--- config.mk ---
export PLATFORM = sky130hd
export DESIGN_NAME = c2s_isqrt
export DESIGN_NICKNAME = d
export VERILOG_FILES = /design/src/rtl/c2s_isqrt.sv
export SDC_FILE = /design/constraint.sdc
export NUM_CORES = 2
export LEC_CHECK = 0
export BUFFER_PORTS_ARGS = -buffer_cell sky130_fd_sc_hd__buf_4
export CAP_MARGIN = 25
export CORE_MARGIN = 2
export CORE_UTILIZATION = 63
export CTS_CLUSTER_DIAMETER = 120
export DETAILED_ROUTE_END_ITERATION = 8
export PLACE_DENSITY = 0.8
export SLEW_MARGIN = 20
export SYNTH_ARGS = -nofsm -noshare
export SYNTH_HDL_FRONTEND = slang
export SYNTH_SLANG_ARGS = --single-unit
--- constraint.sdc ---
create_clock -name clk -period 3.6 [get_ports clk]
set_input_delay 0.54 -clock clk [delete_from_list [all_inputs] [get_ports clk]]
set_output_delay 0.54 -clock clk [all_outputs]
set_load 0.01 [all_outputs]
--- src/rtl/c2s_isqrt.sv ---
// ---------------------------------------------------------------------------
// c2s_isqrt - pipelined integer square root
// One root bit per stage; gives floor(sqrt(din)) and the remainder.
// ---------------------------------------------------------------------------
module c2s_isqrt #(
  parameter int IW = 50,
  parameter int N  = IW / 2
) (
  input  logic          clk,
  input  logic          en,
  input  logic [IW-1:0] din,
  output logic [N-1:0]  root,
  output logic [N+1:0]  rem
);

  localparam int RW = N + 2;

  logic [IW-1:0] val   [0:N];
  logic [N-1:0]  rt    [0:N];
  logic [RW-1:0] rm    [0:N];

  assign val[0] = din;
  assign rt[0]  = '0;
  assign rm[0]  = '0;

  for (genvar k = 0; k < N; k++) begin : g_stage
    logic [RW-1:0] cur;
    logic [RW:0]   trial;

    always_comb begin
      cur   = {rm[k][RW-3:0], val[k][IW-1:IW-2]};
      trial = {1'b0, cur} - {1'b0, rt[k], 2'b01};
    end

    always_ff @(posedge clk) begin
      if (en) begin
        val[k+1] <= {val[k][IW-3:0], 2'b00};
        if (!trial[RW]) begin
          rm[k+1] <= trial[RW-1:0];
          rt[k+1] <= {rt[k][N-2:0], 1'b1};
        end else begin
          rm[k+1] <= cur;
          rt[k+1] <= {rt[k][N-2:0], 1'b0};
        end
      end
    end
  end

  assign root = rt[N];
  assign rem  = rm[N];

endmodule

==> flow_summary.yaml <==
floorplan:
  die_height_um: 337
  top_level_ports: 104
  start_util_pct: 63.3
  num_rows: 122
  die-area_um2: 114000
  core_area_um2: 110000
  die_x_um: 337
global_routing:
  grt_pass1_wl_mm: 194
  antenna_found_initial: 0
  grt_usage_pct: 21.0
  grt_max_degree: 113
  grt_remaining_overflow: 0
  grt_pass1_vias: 41000
power:
  ir_worst_vdd_uv: 432
  switching_power_mw: 13.6
  sequentialPowerShare_pct: 47.5
  swShare_pct: 27.2
  internal-power_mw: 36.4
  power_density_nw_per_um2: 635
  power_frac_clock_pct: 31.6
  finalPower_mw: 50.0
  leakagePower_nw: 30.5
  power_frac_comb_pct: 20.9
synth:
  async_reset_ff_share_pct: 0
  ys.warnings.count: 0
  yosys_most_used_dff: "edfxtp_1"
  postSynthAreaPerCell_um2: 13.2
  synth_edf_count: 1520
  synth-xor-area-share_pct: 5.82
  synthSimpleGateAreaFrac_pct: 8.94
  ys_seq_area_share_pct: 65.3
  syn_nets: 5675
  synthAdderAreaFrac_pct: 5.86
  synthMuxAreaShare_pct: 1.27
  synth_top_family_by_area: "compound AO/OA/AOI/OAI gates"
  syn_inst: 5296
  yosys_register_bits: 1520
  synth_compound_area_share_pct: 9.51
  synth_cell_types: 94
  syn-cell-area_um2: 69900
cts:
  htreeDepth: 4
  cts_sinks: 1520
  cts_max_path_buffers: 3
  cts_made_buffers: 155
  cts_tree: "yes"
  clk_pin_slew_ps: 60
  clkLatencyLatePin_ps: 770
  ctsRootBufferMaster: "clkbuf_16"
placed_design:
  io_buffers: 103
  place_area_um2: 73100
  dp_hpwl_mm: 81.4
  place_congestion: 0.913
  place_ws_ps: 136
timing:
  holdWs_ps: 57.5
  worst_pin_slew_ps: 846
  setup_slack_ps: 182
  min_period_over_period_pct: 94.9
  finalClockSkew_ps: 33.9
  drv_slew: 0
  hold_viol: 0
  post-route-min-period_ps: 3420
  finalSetupViolCount: 0
  max-slew-margin-rel_pct: 43.5
  tns_ps: 0
  rsz0062_at_grt: "false"
  max_freq_ghz: 0.293
run_status:
  outcome: "completed"
worst_setup_path:
  worstSetupStartpointType: "flip-flop"
  rrSetupSlack_ps: 180
  critical_path_required_ps: 4110
  rr_worst_depth: 11
  endpoint_kind: "flip-flop"
  reg2reg_from: "g_stage[23].cur[2]$_DFFE_PP_"
  critPathArrivalTime_ps: 3930
  critPathKind: "reg -> reg"
  crit_fanout: 4
  reg2reg_to: "g_stage[24].cur[26]$_DFFE_PP_"
min_path:
  hp-start: "din[49]"
  min_path_cells: 2
  min_path_type: "in -> reg"
  holdPathEnd: "rt[600]$_DFFE_PP_"
run:
  drv_cap: 0
final_layout:
  final_area_um2: 78700
  syn_to_final_growth_pct: 12.6
  mostFrequentLayoutCells: "1520 x edfxtp_1, 453 x inv_1, 355 x nand2_1"
  drive_gt1_share_pct: 9.52
  nets: 5968
  diodes: 0
  fill_cells: 7033
  final_common_cell: "edfxtp_1"
route:
  firstDrtPassIters: 5
  wl_per_cell_um: 16.6
  drc: 0
  antenna_left: 0
  num_vias: 41100
  drt-initial-drc-count: 2995
  detail_route.vias_per_cell: 5.71
  totalWireLength_mm: 120
power by group through the flow:
| stage | clock network, mW | registers (mW) | logic, mW |
|---|---|---|---|
| after global placement | 0 | 24.0 | 9.84 |
| after CTS | 16.1 | 23.7 | 10.3 |
| final | 15.8 | 23.8 | 10.4 |
| after floorplan | 0 | 23.7 | 7.58 |
| after global routing | 16.8 | 24.0 | 11.6 |
| after detailed placement | 0 | 24.1 | 10.2 |
state kept, by name (all words and copies together), names as in the netlist:
name	count
g_stage.cur	616
val	552
rt	300
rem	27
root	25
critical path, cell delays in order, from the launching register on:
cell and delay, ps:
edfxtp_1 390, ha_1 350, nor2b_1 220, o31a_1 210, o31ai_1 110, buf_4 160
nor4b_1 570, o2111ai_1 310, a31oi_2 390, mux2i_1 220, a21oi_1 90, a21o_1 160
logic make-up (layout without fill, tap and decap cells):
family                   after synthesis  count (layout)
flip-flops                          1520            1520
AND/OR/NAND/NOR                     1273            1273
AO/OA/AOI/OAI                       1061            1061
buffers and inverters                570             986
XOR/XNOR                             464             464
adder cells (fa/ha/maj)              327             327
multiplexers                          80              80
other                                  1               1
timing repair:
item	in CTS	in global routing
hold endpoints to repair	48	0
resized for setup	0	4
setup buffers	0	1
hold buffers	48	0
endpoints found under the setup margin	0	14
cell usage after synthesis, types with 19 or more instances:
cell type / instances / area, um^2
o21ai_0: 288 / 1440
xnor2_1: 242 / 2120
or3_1: 48 / 300
nor4_1: 57 / 357
inv_1: 453 / 1700
mux2_2: 58 / 653
nor3_1: 118 / 591
and3_1: 25 / 156
nor2_1: 299 / 1120
a21oi_1: 306 / 1530
edfxtp_1: 1520 / 45600
nor2b_1: 54 / 338
buf_4: 25 / 188
or4_1: 24 / 180
nand2b_1: 63 / 394
o21a_1: 81 / 608
nand2_1: 355 / 1330
nand4_1: 31 / 194
a21o_1: 107 / 803
a211oi_1: 27 / 203
a31oi_1: 22 / 138
o21bai_1: 34 / 255
nand3_1: 88 / 440
nand3b_1: 19 / 143
xor2_1: 222 / 1940
clkbuf_1: 59 / 221
and2_1: 23 / 144
buf_2: 22 / 110
mux2i_1: 19 / 190
ha_1: 327 / 4090
o31ai_1: 28 / 210
or2_2: 24 / 150
per-stage QoR:
step,std cells,utilization (%)
2_1_floorplan,5296,-
5_1_grt,7200,71.3
6_report,7200,71.3
4_1_cts,7199,71.3
3_5_place_dp,6871,66.2
3_3_place_gp,6871,66.2
worst max path at each step:
| stage | from | end | slack [ps] | depth (start not counted) |
|---|---|---|---|---|
| 6_report | g_stage[23].cur[2]$_DFFE_PP_ | g_stage[24].cur[26]$_DFFE_PP_ | 180 | 11 |
| 5_1_grt | g_stage[23].cur[2]$_DFFE_PP_ | g_stage[24].cur[26]$_DFFE_PP_ | 3 | 11 |
| 4_1_cts | g_stage[23].cur[2]$_DFFE_PP_ | g_stage[24].cur[26]$_DFFE_PP_ | 120 | 11 |
| 3_5_place_dp | g_stage[23].cur[2]$_DFFE_PP_ | g_stage[24].cur[26]$_DFFE_PP_ | 140 | 11 |
| 3_3_place_gp | rt[75]$_DFFE_PP_ | g_stage[23].cur[26]$_DFFE_PP_ | 240 | 12 |
| 2_1_floorplan | g_stage[22].cur[2]$_DFFE_PP_ | g_stage[23].cur[20]$_DFFE_PP_ | 460 | 10 |
layout make-up:
type	count	area (um^2)	share of cell area, %
inverter	456	1710	2.18
clock inverter	100	1110	1.41
tap	1488	1860	2.37
sequential	1520	45600	58.0
clock buffer	180	3970	5.05
multi-input combinational	3206	22000	28.0
timing repair buffer	250	2390	3.04
layer usage:
metal / part of all wire [%] / up-vias / track usage (%)
li1: - / 20100 / -
met3: 4.4 / 311 / 3.40
met4: 3.3 / 0 / 8.71
met5: 0 / - / 0
met1: 40 / 19600 / 24.5
met2: 52 / 1056 / 38.4
(Power assumes the default switching activity.)
